==> config.mk <==
export PLATFORM = sky130hd
export DESIGN_NAME = emergency_latch_motion_gate_unit
export DESIGN_NICKNAME = d
export VERILOG_FILES = /design/src/sv/elmg_pkg.sv /design/src/sv/elmg_out_buf.sv /design/src/sv/emergency_latch_motion_gate_unit.sv
export SDC_FILE = /design/constraint.sdc
export NUM_CORES = 1
export LEC_CHECK = 0
export ABC_AREA = 1
export BUFFER_PORTS_ARGS = -buffer_cell sky130_fd_sc_hd__buf_4
export CAP_MARGIN = 20
export CORE_ASPECT_RATIO = 0.9
export CORE_MARGIN = 5
export CORE_UTILIZATION = 55
export DETAILED_ROUTE_END_ITERATION = 7
export PLACE_DENSITY = 0.71
export SETUP_SLACK_MARGIN = 0.15
export SYNTH_ARGS = -nofsm -noshare
export SYNTH_HDL_FRONTEND = slang
export SYNTH_SLANG_ARGS = --single-unit
==> constraint.sdc <==
create_clock -name clk -period 7.2 [get_ports clk]
set_input_delay 1.44 -clock clk [delete_from_list [all_inputs] [get_ports clk]]
set_output_delay 1.44 -clock clk [all_outputs]
set_load 0.005 [all_outputs]
==> src/sv/elmg_pkg.sv <==
// Shared types and constants for the emergency latch and motion gate.
// No dependencies; imported by every module of the block.
package elmg_pkg;

    localparam int NUM_BITS   = 8;
    localparam int TIME_W     = 32;
    localparam int VEL_W      = 16;
    localparam int TIMEOUT_W  = 16;
    localparam int POWER_W    = 15;
    localparam int MASK_OUT_W = 8;
    localparam int INDEX_W    = 3;
    localparam int MASK_PAD_W = (NUM_BITS > MASK_OUT_W) ? NUM_BITS : MASK_OUT_W;

    localparam logic [TIME_W-1:0] TIME_MAX = '1;

    localparam int PADDR_W = 3;
    localparam int PDATA_W = 32;

    typedef enum logic [1:0] {
        OP_TICK  = 2'd0,
        OP_EMERG = 2'd1,
        OP_VEL   = 2'd2,
        OP_MOW   = 2'd3
    } elmg_op_t;

    // Register selector is paddr[2]: the two timeout registers sit at 0x0 and 0x4.
    typedef enum logic {
        REG_CMD_TIMEOUT  = 1'b0,
        REG_HARD_TIMEOUT = 1'b1
    } elmg_reg_t;

    typedef struct packed {
        logic signed [VEL_W-1:0] safe_linear;
        logic signed [VEL_W-1:0] safe_angular;
        logic signed [VEL_W-1:0] mow_speed;
        logic                    emergency_active;
        logic                    emergency_timed;
        logic [MASK_OUT_W-1:0]   emergency_mask;
    } elmg_result_t;

endpackage

==> src/sv/elmg_out_buf.sv <==
// Two-entry output buffer: an output register plus a skid register.
// Depends on elmg_pkg for the result struct.
module elmg_out_buf (
    input  logic                  clk,
    input  logic                  rst_n,
    input  logic                  push,
    input  elmg_pkg::elmg_result_t push_data,
    output logic                  in_ready,
    output logic                  out_valid,
    input  logic                  out_ready,
    output elmg_pkg::elmg_result_t out_data
);
    import elmg_pkg::*;

    logic         head_valid_reg;
    logic         head_valid_next;
    logic         skid_valid_reg;
    logic         skid_valid_next;
    elmg_result_t head_reg;
    elmg_result_t head_next;
    elmg_result_t skid_reg;
    elmg_result_t skid_next;
    logic         pop;

    assign pop       = head_valid_reg && out_ready;
    assign in_ready  = !skid_valid_reg;
    assign out_valid = head_valid_reg;
    assign out_data  = head_reg;

    // The user must push only while the skid register is empty; this block does not enforce it.
    always_comb
    begin
        head_valid_next = head_valid_reg;
        skid_valid_next = skid_valid_reg;
        head_next       = head_reg;
        skid_next       = skid_reg;
        if (!head_valid_reg || pop)
        begin
            head_next       = skid_valid_reg ? skid_reg : push_data;
            head_valid_next = skid_valid_reg || push;
            skid_valid_next = 1'b0;
        end
        else if (push)
        begin
            skid_next       = push_data;
            skid_valid_next = 1'b1;
        end
    end

    always_ff @(posedge clk or negedge rst_n)
    begin
        if (!rst_n)
        begin
            head_valid_reg <= 1'b0;
            skid_valid_reg <= 1'b0;
        end
        else
        begin
            head_valid_reg <= head_valid_next;
            skid_valid_reg <= skid_valid_next;
        end
    end

    always_ff @(posedge clk)
    begin
        head_reg <= head_next;
        skid_reg <= skid_next;
    end

`ifndef SYNTHESIS
    a_skid_needs_head: assert property (@(posedge clk) disable iff (!rst_n)
        skid_valid_reg |-> head_valid_reg)
        else $error("skid entry held without a head entry");

    a_stall_fills_skid: assert property (@(posedge clk) disable iff (!rst_n)
        head_valid_reg && !out_ready && push |=> skid_valid_reg)
        else $error("transaction pushed during a stall was not kept");

    a_skid_drains: assert property (@(posedge clk) disable iff (!rst_n)
        pop && skid_valid_reg |=> head_valid_reg && !skid_valid_reg)
        else $error("skid entry did not move to the head");
`endif

endmodule

==> src/sv/emergency_latch_motion_gate_unit.sv <==
// A result is registered in the output buffer once its input transaction is accepted.
// Throughput: one transaction per cycle while in_ready is high; all state updates in one pass of logic.
// A two-entry output buffer keeps input accepted while output stalls, until its skid register fills.
// Reset: asynchronous, active low; clears all bits, time, commands and the buffer,
// and loads the timeouts with 50 and 1250 ticks. No clearing pass is needed.
module emergency_latch_motion_gate_unit (
    input  logic               clk,
    input  logic               rst_n,
    input  logic               in_valid,
    output logic               in_ready,
    input  logic [1:0]         opcode,
    input  logic [2:0]         emergency_index,
    input  logic               apply_to_all,
    input  logic               set_not_clear,
    input  logic [31:0]        duration_ticks,
    input  logic signed [15:0] linear_cmd,
    input  logic signed [15:0] angular_cmd,
    input  logic               mow_enable,
    input  logic               mow_forward,
    input  logic [14:0]        mow_magnitude,
    output logic               out_valid,
    input  logic               out_ready,
    output logic signed [15:0] safe_linear,
    output logic signed [15:0] safe_angular,
    output logic signed [15:0] mow_speed,
    output logic               emergency_active,
    output logic               emergency_timed,
    output logic [7:0]         emergency_mask,
    input  logic               psel,
    input  logic               penable,
    input  logic               pwrite,
    input  logic [2:0]         paddr,
    input  logic [31:0]        pwdata,
    output logic [31:0]        prdata,
    output logic               pready
);
    import elmg_pkg::*;

    logic                    accept;
    elmg_op_t                op;

    logic [TIMEOUT_W-1:0]    cmd_timeout_reg;
    logic [TIMEOUT_W-1:0]    hard_timeout_reg;

    // perm_reg marks set bits that have no deadline.
    logic [NUM_BITS-1:0]     mask_reg;
    logic [NUM_BITS-1:0]     mask_next;
    logic [NUM_BITS-1:0]     perm_reg;
    logic [NUM_BITS-1:0]     perm_next;
    logic [TIME_W-1:0]       deadline_reg [NUM_BITS];
    logic [TIME_W-1:0]       deadline_next [NUM_BITS];
    logic [TIME_W-1:0]       now_reg;
    logic [TIME_W-1:0]       now_next;
    logic [TIME_W-1:0]       last_cmd_reg;
    logic [TIME_W-1:0]       last_cmd_next;
    logic signed [VEL_W-1:0] last_lin_reg;
    logic signed [VEL_W-1:0] last_lin_next;
    logic signed [VEL_W-1:0] last_ang_reg;
    logic signed [VEL_W-1:0] last_ang_next;
    logic signed [VEL_W-1:0] gated_lin_reg;
    logic signed [VEL_W-1:0] gated_lin_next;
    logic signed [VEL_W-1:0] gated_ang_reg;
    logic signed [VEL_W-1:0] gated_ang_next;
    logic signed [VEL_W-1:0] mow_level_reg;
    logic signed [VEL_W-1:0] mow_level_next;

    logic [TIME_W-1:0]       now_inc;
    logic [TIME_W:0]         dl_sum;
    logic [TIME_W-1:0]       dl_sat;
    logic                    dur_zero;
    logic [NUM_BITS-1:0]     sel;
    logic [TIME_W-1:0]       elapsed;
    logic                    vel_timeout;
    logic                    hard_timeout;
    logic                    any_next;
    logic                    do_publish;
    logic signed [VEL_W-1:0] power_ext;
    logic [MASK_PAD_W-1:0]   mask_pad;
    elmg_result_t            result;
    elmg_result_t            out_data;
    logic                    cfg_write;

    assign op     = elmg_op_t'(opcode);
    assign accept = in_valid && in_ready;

    // Configuration port.
    assign pready    = 1'b1;
    assign cfg_write = psel && penable && pwrite && pready;

    always_comb
    begin
        case (elmg_reg_t'(paddr[2]))
            REG_CMD_TIMEOUT:  prdata = PDATA_W'(cmd_timeout_reg);
            REG_HARD_TIMEOUT: prdata = PDATA_W'(hard_timeout_reg);
            default:          prdata = '0;
        endcase
    end

    always_ff @(posedge clk or negedge rst_n)
    begin
        if (!rst_n)
        begin
            cmd_timeout_reg  <= TIMEOUT_W'(50);
            hard_timeout_reg <= TIMEOUT_W'(1250);
        end
        else if (cfg_write)
        begin
            case (elmg_reg_t'(paddr[2]))
                REG_CMD_TIMEOUT:  cmd_timeout_reg  <= pwdata[TIMEOUT_W-1:0];
                REG_HARD_TIMEOUT: hard_timeout_reg <= pwdata[TIMEOUT_W-1:0];
                default:          cmd_timeout_reg  <= cmd_timeout_reg;
            endcase
        end
    end

    // Shared arithmetic.
    assign now_inc   = (now_reg == TIME_MAX) ? now_reg : now_reg + TIME_W'(1);
    assign dl_sum    = {1'b0, now_reg} + {1'b0, duration_ticks};
    assign dl_sat    = dl_sum[TIME_W] ? TIME_MAX : dl_sum[TIME_W-1:0];
    assign dur_zero  = (duration_ticks == '0);
    assign power_ext = signed'({1'b0, mow_magnitude});

    always_comb
    begin
        for (int i = 0; i < NUM_BITS; i++)
        begin
            sel[i] = apply_to_all || (int'(emergency_index) == i);
        end
    end

    // Next state for one transaction.
    always_comb
    begin
        mask_next      = mask_reg;
        perm_next      = perm_reg;
        deadline_next  = deadline_reg;
        now_next       = now_reg;
        last_cmd_next  = last_cmd_reg;
        last_lin_next  = last_lin_reg;
        last_ang_next  = last_ang_reg;
        mow_level_next = mow_level_reg;
        do_publish     = 1'b0;
        case (op)
            OP_TICK:
            begin
                now_next   = now_inc;
                do_publish = 1'b1;
                // A temporary bit expires once its deadline lies before the new time.
                for (int i = 0; i < NUM_BITS; i++)
                begin
                    if (mask_reg[i] && !perm_reg[i] && (deadline_reg[i] < now_inc))
                    begin
                        mask_next[i] = 1'b0;
                    end
                end
            end
            OP_EMERG:
            begin
                do_publish = 1'b1;
                for (int i = 0; i < NUM_BITS; i++)
                begin
                    if (sel[i])
                    begin
                        if (set_not_clear)
                        begin
                            // A timed set leaves a latched bit latched.
                            if (!(perm_reg[i] && mask_reg[i] && !dur_zero))
                            begin
                                perm_next[i]     = dur_zero;
                                deadline_next[i] = dl_sat;
                            end
                            mask_next[i] = 1'b1;
                        end
                        else
                        begin
                            mask_next[i] = 1'b0;
                            perm_next[i] = 1'b0;
                        end
                    end
                end
            end
            OP_VEL:
            begin
                last_lin_next = linear_cmd;
                last_ang_next = angular_cmd;
                last_cmd_next = now_reg;
            end
            OP_MOW:
            begin
                if (mow_enable && (mask_reg == '0))
                begin
                    mow_level_next = mow_forward ? power_ext : -power_ext;
                end
                else
                begin
                    mow_level_next = '0;
                end
            end
            default:
            begin
                do_publish = 1'b0;
            end
        endcase
    end

    // Gate publication, using the time and bits after this transaction.
    assign any_next     = (mask_next != '0);
    assign elapsed      = now_next - last_cmd_reg;
    assign vel_timeout  = (elapsed > TIME_W'(cmd_timeout_reg));
    assign hard_timeout = (elapsed > TIME_W'(hard_timeout_reg));

    always_comb
    begin
        gated_lin_next = gated_lin_reg;
        gated_ang_next = gated_ang_reg;
        if (do_publish)
        begin
            if (any_next || vel_timeout || hard_timeout)
            begin
                gated_lin_next = '0;
                gated_ang_next = '0;
            end
            else
            begin
                gated_lin_next = last_lin_reg;
                gated_ang_next = last_ang_reg;
            end
        end
    end

    always_ff @(posedge clk or negedge rst_n)
    begin
        if (!rst_n)
        begin
            mask_reg      <= '0;
            perm_reg      <= '0;
            now_reg       <= '0;
            last_cmd_reg  <= '0;
            last_lin_reg  <= '0;
            last_ang_reg  <= '0;
            gated_lin_reg <= '0;
            gated_ang_reg <= '0;
            mow_level_reg <= '0;
        end
        else if (accept)
        begin
            mask_reg      <= mask_next;
            perm_reg      <= perm_next;
            now_reg       <= now_next;
            last_cmd_reg  <= last_cmd_next;
            last_lin_reg  <= last_lin_next;
            last_ang_reg  <= last_ang_next;
            gated_lin_reg <= gated_lin_next;
            gated_ang_reg <= gated_ang_next;
            if (do_publish && (any_next || hard_timeout))
            begin
                mow_level_reg <= '0;
            end
            else
            begin
                mow_level_reg <= mow_level_next;
            end
        end
    end

    // Deadlines are only read while their bit is set as temporary.
    always_ff @(posedge clk)
    begin
        if (accept)
        begin
            deadline_reg <= deadline_next;
        end
    end

    // Result of this transaction.
    assign mask_pad = MASK_PAD_W'(mask_next);

    always_comb
    begin
        result.safe_linear      = gated_lin_next;
        result.safe_angular     = gated_ang_next;
        result.mow_speed        = (do_publish && (any_next || hard_timeout)) ?
                                  '0 : mow_level_next;
        result.emergency_active = any_next;
        result.emergency_timed  = ((mask_next & perm_next) == '0);
        result.emergency_mask   = mask_pad[MASK_OUT_W-1:0];
    end

    elmg_out_buf u_out_buf (
        .clk       (clk),
        .rst_n     (rst_n),
        .push      (accept),
        .push_data (result),
        .in_ready  (in_ready),
        .out_valid (out_valid),
        .out_ready (out_ready),
        .out_data  (out_data)
    );

    assign safe_linear      = out_data.safe_linear;
    assign safe_angular     = out_data.safe_angular;
    assign mow_speed        = out_data.mow_speed;
    assign emergency_active = out_data.emergency_active;
    assign emergency_timed  = out_data.emergency_timed;
    assign emergency_mask   = out_data.emergency_mask;

`ifndef SYNTHESIS
    a_latched_subset: assert property (@(posedge clk) disable iff (!rst_n)
        (perm_reg & ~mask_reg) == '0)
        else $error("latched flag on a bit that is not set");

    a_mow_off_in_emergency: assert property (@(posedge clk) disable iff (!rst_n)
        (mask_reg != '0) |-> (mow_level_reg == '0))
        else $error("mow motor running during an emergency");

    a_tick_advances: assert property (@(posedge clk) disable iff (!rst_n)
        accept && (op == OP_TICK) && (now_reg != TIME_MAX)
        |=> now_reg == $past(now_reg) + TIME_W'(1))
        else $error("tick did not advance the time counter");
`endif

endmodule
==> results of run 1 <==
-- cell families after synthesis --
kind of cell | after synthesis | synth area share, %
AO/OA/AOI/OAI | 578 | 9.68
XOR/XNOR | 70 | 1.88
adder cells (fa/ha/maj) | 347 | 13.4
buffers and inverters | 480 | 5.82
flip-flops | 566 | 49.2
other | 2 | 0.0230
AND/OR/NAND/NOR | 1558 | 20.1
-- worst min path at each step --
| stage | start | endpoint | slack [ps] | depth (start not counted) |
|---|---|---|---|---|
| finish | gated_ang_reg[10]$_DFFE_PN0P_ | gated_ang_reg[10]$_DFFE_PN0P_ | 480 | 2 |
| global route | cmd_timeout_reg[2]$_DFFE_PN0P_ | cmd_timeout_reg[2]$_DFFE_PN0P_ | 500 | 2 |
| CTS | gated_lin_reg[15]$_DFFE_PN0P_ | gated_lin_reg[15]$_DFFE_PN0P_ | 480 | 2 |
| detailed placement | gated_ang_reg[10]$_DFFE_PN0P_ | gated_ang_reg[10]$_DFFE_PN0P_ | 470 | 2 |
| global placement | gated_lin_reg[14]$_DFFE_PN0P_ | gated_lin_reg[14]$_DFFE_PN0P_ | 460 | 2 |
| floorplan | gated_ang_reg[0]$_DFFE_PN0P_ | gated_ang_reg[0]$_DFFE_PN0P_ | 450 | 2 |
-- power by group through the flow --
stage	clock [mW]	combinational (mW)	sequential, mW
floorplan	0	3.16	4.20
global placement	0	4.45	4.25
detailed placement	0	4.56	4.26
CTS	3.15	4.60	4.19
global route	3.29	5.30	4.22
finish	3.11	4.65	4.19
-- layout by cell type (no fill, tap or decap), types with 9 or more instances in the layout --
cell type	n
nor2_2	10
a21oi_1	213
nand3b_1	14
nor3_1	46
o22ai_1	13
nor2_1	242
ha_1	345
nand3_1	112
clkinv_2	13
nor4_1	28
nand2_1	968
nand4_1	81
o21ai_1	21
a211oi_1	15
dfrtp_1	185
conb_1	17
nand2_2	23
clkbuf_16	60
o21bai_1	9
clkbuf_1	13
o21ai_0	233
xor2_1	51
a31oi_1	21
buf_4	223
xnor2_1	17
clkinv_1	14
edfxtp_1	372
inv_1	369
-- per-layer routing --
metal  global-route usage, %  vias to the layer above  share of wire [%]
met3                    3.86                      125                6.4
met4                    5.90                        0                2.1
met5                       0                        -                  0
met1                    36.3                    11889                 45
li1                        -                    12672                  -
met2                    41.2                      748                 46
-- final cells by class --
cell class	count	area share [%]
clock buffer	76	4.31
antenna	1	0.00678
clock inverter	36	0.989
sequential	566	43.4
timing repair buffer	227	4.71
inverter	373	3.79
tap	774	2.62
multi-input combinational	2570	40.2
-- critical path, delay by kind of cell, from the launching register on --
kind / cells / cell delay [ps]
AO/OA/AOI/OAI: 4 / 820
XOR/XNOR: 2 / 550
adder cells (fa/ha/maj): 3 / 920
buffers and inverters: 4 / 530
flip-flops: 1 / 470
AND/OR/NAND/NOR: 24 / 3090
-- stage by stage --
step,total power [mW],instances,cell area (µm²),setup WS (ps)
finish,11.9,4623,36900,690
global route,12.8,4622,36900,202
CTS,11.9,4622,36900,730
detailed placement,8.81,4510,35000,669
global placement,8.70,4509,34900,710
floorplan,7.36,3616,32700,1140
==> run summary, run 1 <==
worst-path maximum fanout: 32
RSZ-0062 raised after global routing: false
Synth Flop Type: edfxtp_1
Slowest cell on crit path: dfrtp_1
Slew HR: 27.7%
Post CTS Setup Buffer Count: 0
Pre-antenna DRT Iters: 6
FMAX: 154 MHz
Largest stage delay, worst path: 470 ps
HPWL after DPL: 60100 µm
GR Util All Layers: 25.3%
final core utilization: 63.1%
Synth area leader: edfxtp_1
Worst R2R Path Depth: 37
CP endpoint: u_out_buf.out_data[45]$_DFFE_PN_
CP required: 7680 ps
Multi-input gate area: 0.0148 mm²
Pins Over Slew Limit: 0
Lkg Pwr: 16.6 nW
crit path kind: reg -> reg
RR Endpoint: u_out_buf.out_data[45]$_DFFE_PN_
routed vias/inst: 5.50
Skew-Pair Late Insertion Delay: 630 ps
Core Region: 0.0585 mm²
P_int: 7.37 mW
largest net degree at the start of global routing: 109
Synth Register Bits: 566
pwr/cell area: 323 mW/mm²
Sw Ratio: 38.3%
I/O Buffers: 187
Fillers: 4891
share of layout cells above drive strength 1: 10.1%
Clock power frac: 26.0%
DR WL/cell: 17.9 µm
max-cap violations: 0
depth of the CTS H-tree: 2
Vias: 25.4k
Sink Count: 566
I/O pins: 223
power share of the combinational group: 38.9%
grt total ovfl: 0
Crit. End Element: flop
vias in the first global route: 24.5k
Die W: 267 µm
DIE AREA: 0.0643 mm²
CP most frequent cell: nand2_1
WP data arrival: 6990 ps
r2r setup slk: 690 ps
max reg flops: 256
Worst-Margin Slew: 1070 ps
Syn. warnings: 0
final setup vio count: 0
FF-to-FF Start: now_reg[1]$_DFFE_PN0P_
Sequential Power Share: 35.1%
initial core utilization: 55.7%
Synth Area per Inst: 9.06 µm²
ANT nets after route: 0
CP startpoint kind: flop
Post-synth ARST share: 34.3%
Mapped Cells: 3601
Seq/Total Area, Yosys: 49.2%
hold buffer count at cts: 0
DRT Wirelength: 82700 µm
TritonCTS clock tree: built
period utilisation layout: 90.4%
sw power: 4.58 mW
Worst VDD drop: 0.259 mV
Post-route DRC: 0
setup TNS: 0 ps
ranking of synthesized cells by area: edfxtp_1 34%, dfrtp_1 14%, ha_1 13%, nand2_1 11%, inv_1 4.2%
final hold vios: 0
Layout Skew: 20.9 ps
count leader, synth: nand2_1
Synth cell types: 55
crit path from: now_reg[1]$_DFFE_PN0P_
Netlist Area Pre-Place: 0.0326 mm²
final net count: 4274
clk root buf: clkbuf_16
FP Rows: 84
Reg clk slew, reported paths: 60 ps
Layout area overhead: 13.2%
FF/Latch Area: 0.0160 mm²
RD Place Congestion: 0.929
status: complete, no violations
hold_ws: 482 ps
first-pass GRT wire length: 131000 µm
post-CTS sizing: 0
synth cell count leaders: 971 x nand2_1, 372 x edfxtp_1, 369 x inv_1
min Tclk post-route: 6510 ps
Max Buffers Root-to-Sink: 3
DRT iter0 DRCs: 2177
Die Ht: 241 µm
initial antenna violation count: 0
top-area cell type share of the netlist area: 34.2%
Post-synth EDFFs: 372
CTS buffer count: 59
worst min path class: reg -> reg
Note: power is estimated with default switching activity, not from simulation.
==> run 2, diff against run 1 <==
==> constraint.sdc (replaced) <==
create_clock -name clk -period 7.2 [get_ports clk]
set_input_delay 0 -clock clk [delete_from_list [all_inputs] [get_ports clk]]
set_output_delay 0 -clock clk [all_outputs]
set_load 0.005 [all_outputs]
==> run summary, run 2 (same netlist as run 1, synthesis figures left out) <==
vias in the first global route: 25.0k
r2r setup slk: 810 ps
DRT Wirelength: 84600 µm
GR Util All Layers: 25.8%
max reg flops: 256
CP required: 7690 ps
CP endpoint: u_out_buf.out_data[32]$_DFFE_PN_
Multi-input gate area: 0.0148 mm²
RR Endpoint: u_out_buf.out_data[32]$_DFFE_PN_
Slowest cell on crit path: dfrtp_1
Vias: 26.0k
Layout area overhead: 15.4%
Largest stage delay, worst path: 490 ps
Crit. End Element: flop
CP most frequent cell: nand2_1
WP depth: 36
crit path kind: reg -> reg
ANT nets after route: 0
Reg clk slew, reported paths: 70 ps
initial antenna violation count: 0
Pre-antenna DRT Iters: 6
worst hold stages: 6
min Tclk post-route: 6390 ps
Final Worst Setup Slack: 810 ps
CP Buf/Inv Count: 3
Fillers: 4795
Final Cell Area: 0.0376 mm²
Pins Over Slew Limit: 0
largest net degree at the start of global routing: 91
max-cap violations: 0
routed vias/inst: 5.55
Slew HR: 40.0%
I/O Buffers: 187
CTS buffer count: 57
Die W: 267 µm
Die Ht: 241 µm
final hold vios: 0
Layout Skew: 22.7 ps
Lkg Pwr: 16.9 nW
status: complete, no violations
worst-path maximum fanout: 32
DR WL/cell: 18.0 µm
Worst R2R Path Depth: 36
HPWL after DPL: 60200 µm
Worst-Margin Slew: 898 ps
initial core utilization: 55.7%
grt total ovfl: 0
RD Place Congestion: 0.941
WP data arrival: 6880 ps
Max Buffers Root-to-Sink: 3
RSZ-0062 raised after global routing: false
clk root buf: clkbuf_16
most frequent cells in the layout: 968 x nand2_1, 372 x edfxtp_1, 369 x inv_1
setup TNS: 0 ps
period utilisation layout: 88.8%
depth of the CTS H-tree: 2
pwr/cell area: 317 mW/mm²
Core Region: 0.0585 mm²
final core utilization: 64.3%
Skew-Pair Late Insertion Delay: 630 ps
first-pass GRT wire length: 133000 µm
worst min path class: in -> reg
FMAX: 156 MHz
FF-to-FF Start: now_reg[0]$_DFFE_PN0P_
I/O pins: 223
# diodes: 0
Placed Area: 0.0349 mm²
CP startpoint kind: flop
FF/Latch Area: 0.0160 mm²
TritonCTS clock tree: built
Worst VDD drop: 0.276 mV
Place WS: 839 ps
DIE AREA: 0.0643 mm²
DRT iter0 DRCs: 2358
crit path from: now_reg[0]$_DFFE_PN0P_
final net count: 4345
final setup vio count: 0
share of layout cells above drive strength 1: 9.83%
FP Rows: 84
Top delay family on crit path: simple AND/OR/NAND/NOR gates
commonest non-fill, non-tap cell in the layout: nand2_1
Post CTS Setup Buffer Count: 0
Post-route DRC: 0
Sink Count: 566
-- run 2: cell types whose count changed in the layout (fill, tap and decap cells not counted), sizes merged --
| cell | delta |
|---|---|
| bufinv | -1 |
| clkbuf | +10 |
| clkinvlp | +1 |
| inv | +3 |
| diode | -1 |
| dlygate4sd3 | +73 |
| clkinv | -17 |
-- run 2: per-layer routing --
| layer | share of wire, % | vias to the layer above | global-route usage, % | wire length [µm] |
|---|---|---|---|---|
| met5 | 0 | - | 0 | 0 |
| met4 | 2.8 | 0 | 7.39 | 2350 |
| met3 | 6.9 | 133 | 3.20 | 5840 |
| met2 | 46 | 831 | 41.9 | 39100 |
| met1 | 44 | 12263 | 37.0 | 37300 |
| li1 | - | 12792 | - | - |
-- run 2: report_power, final --
group	internal (mW)	switching, mW
clock network	1.78	1.29
logic	1.58	3.12
registers	4.02	0.176
-- run 2: worst min path at each step --
stage / startpoint / to / slack [ps]
global route: opcode[0] / mow_level_reg[10]$_DFFE_PN0P_ / 100
floorplan: rst_n / cmd_timeout_reg[0]$_DFFE_PN0P_ / -300
global placement: rst_n / cmd_timeout_reg[3]$_DFFE_PN0P_ / 90
CTS: emergency_index[1] / u_out_buf.skid_reg[5]$_DFFE_PP_ / 10
finish: opcode[0] / mow_level_reg[10]$_DFFE_PN0P_ / 80
detailed placement: rst_n / cmd_timeout_reg[0]$_DFFE_PN0P_ / 90
-- run 2: layout make-up --
class / count / area share [%]
inverters: 373 / 3.72
repair buffers: 300 / 6.60
flip-flops and latches: 566 / 42.6
clock inverters: 22 / 0.771
well taps: 774 / 2.57
multi-input cells: 2570 / 39.4
clock buffers: 86 / 4.32
-- run 2: worst reg2reg max path, delay by kind of cell, from the launching register on --
family	cells	cell delay, ps
simple gates	23	2890
compound gates	6	1230
xor+xnor	1	200
fa+ha+maj	3	940
buf+inv	3	510
flops	1	490
-- run 2: timing repair --
action | 4_1_cts | 5_1_grt
hold buffers | 74 | 0
setup endpoints to repair | 0 | 95
hold endpoints to repair | 213 | 0
gates resized for setup | 0 | 6
-- run 2: through the flow --
stage               power (mW)  hold WS [ps]  cells
floorplan                 7.36          -296   3616
global placement          8.68          91.3   4508
detailed placement        8.79          87.2   4508
CTS                       11.9          11.9   4690
global route              12.8          96.1   4691
finish                    11.9          75.8   4691
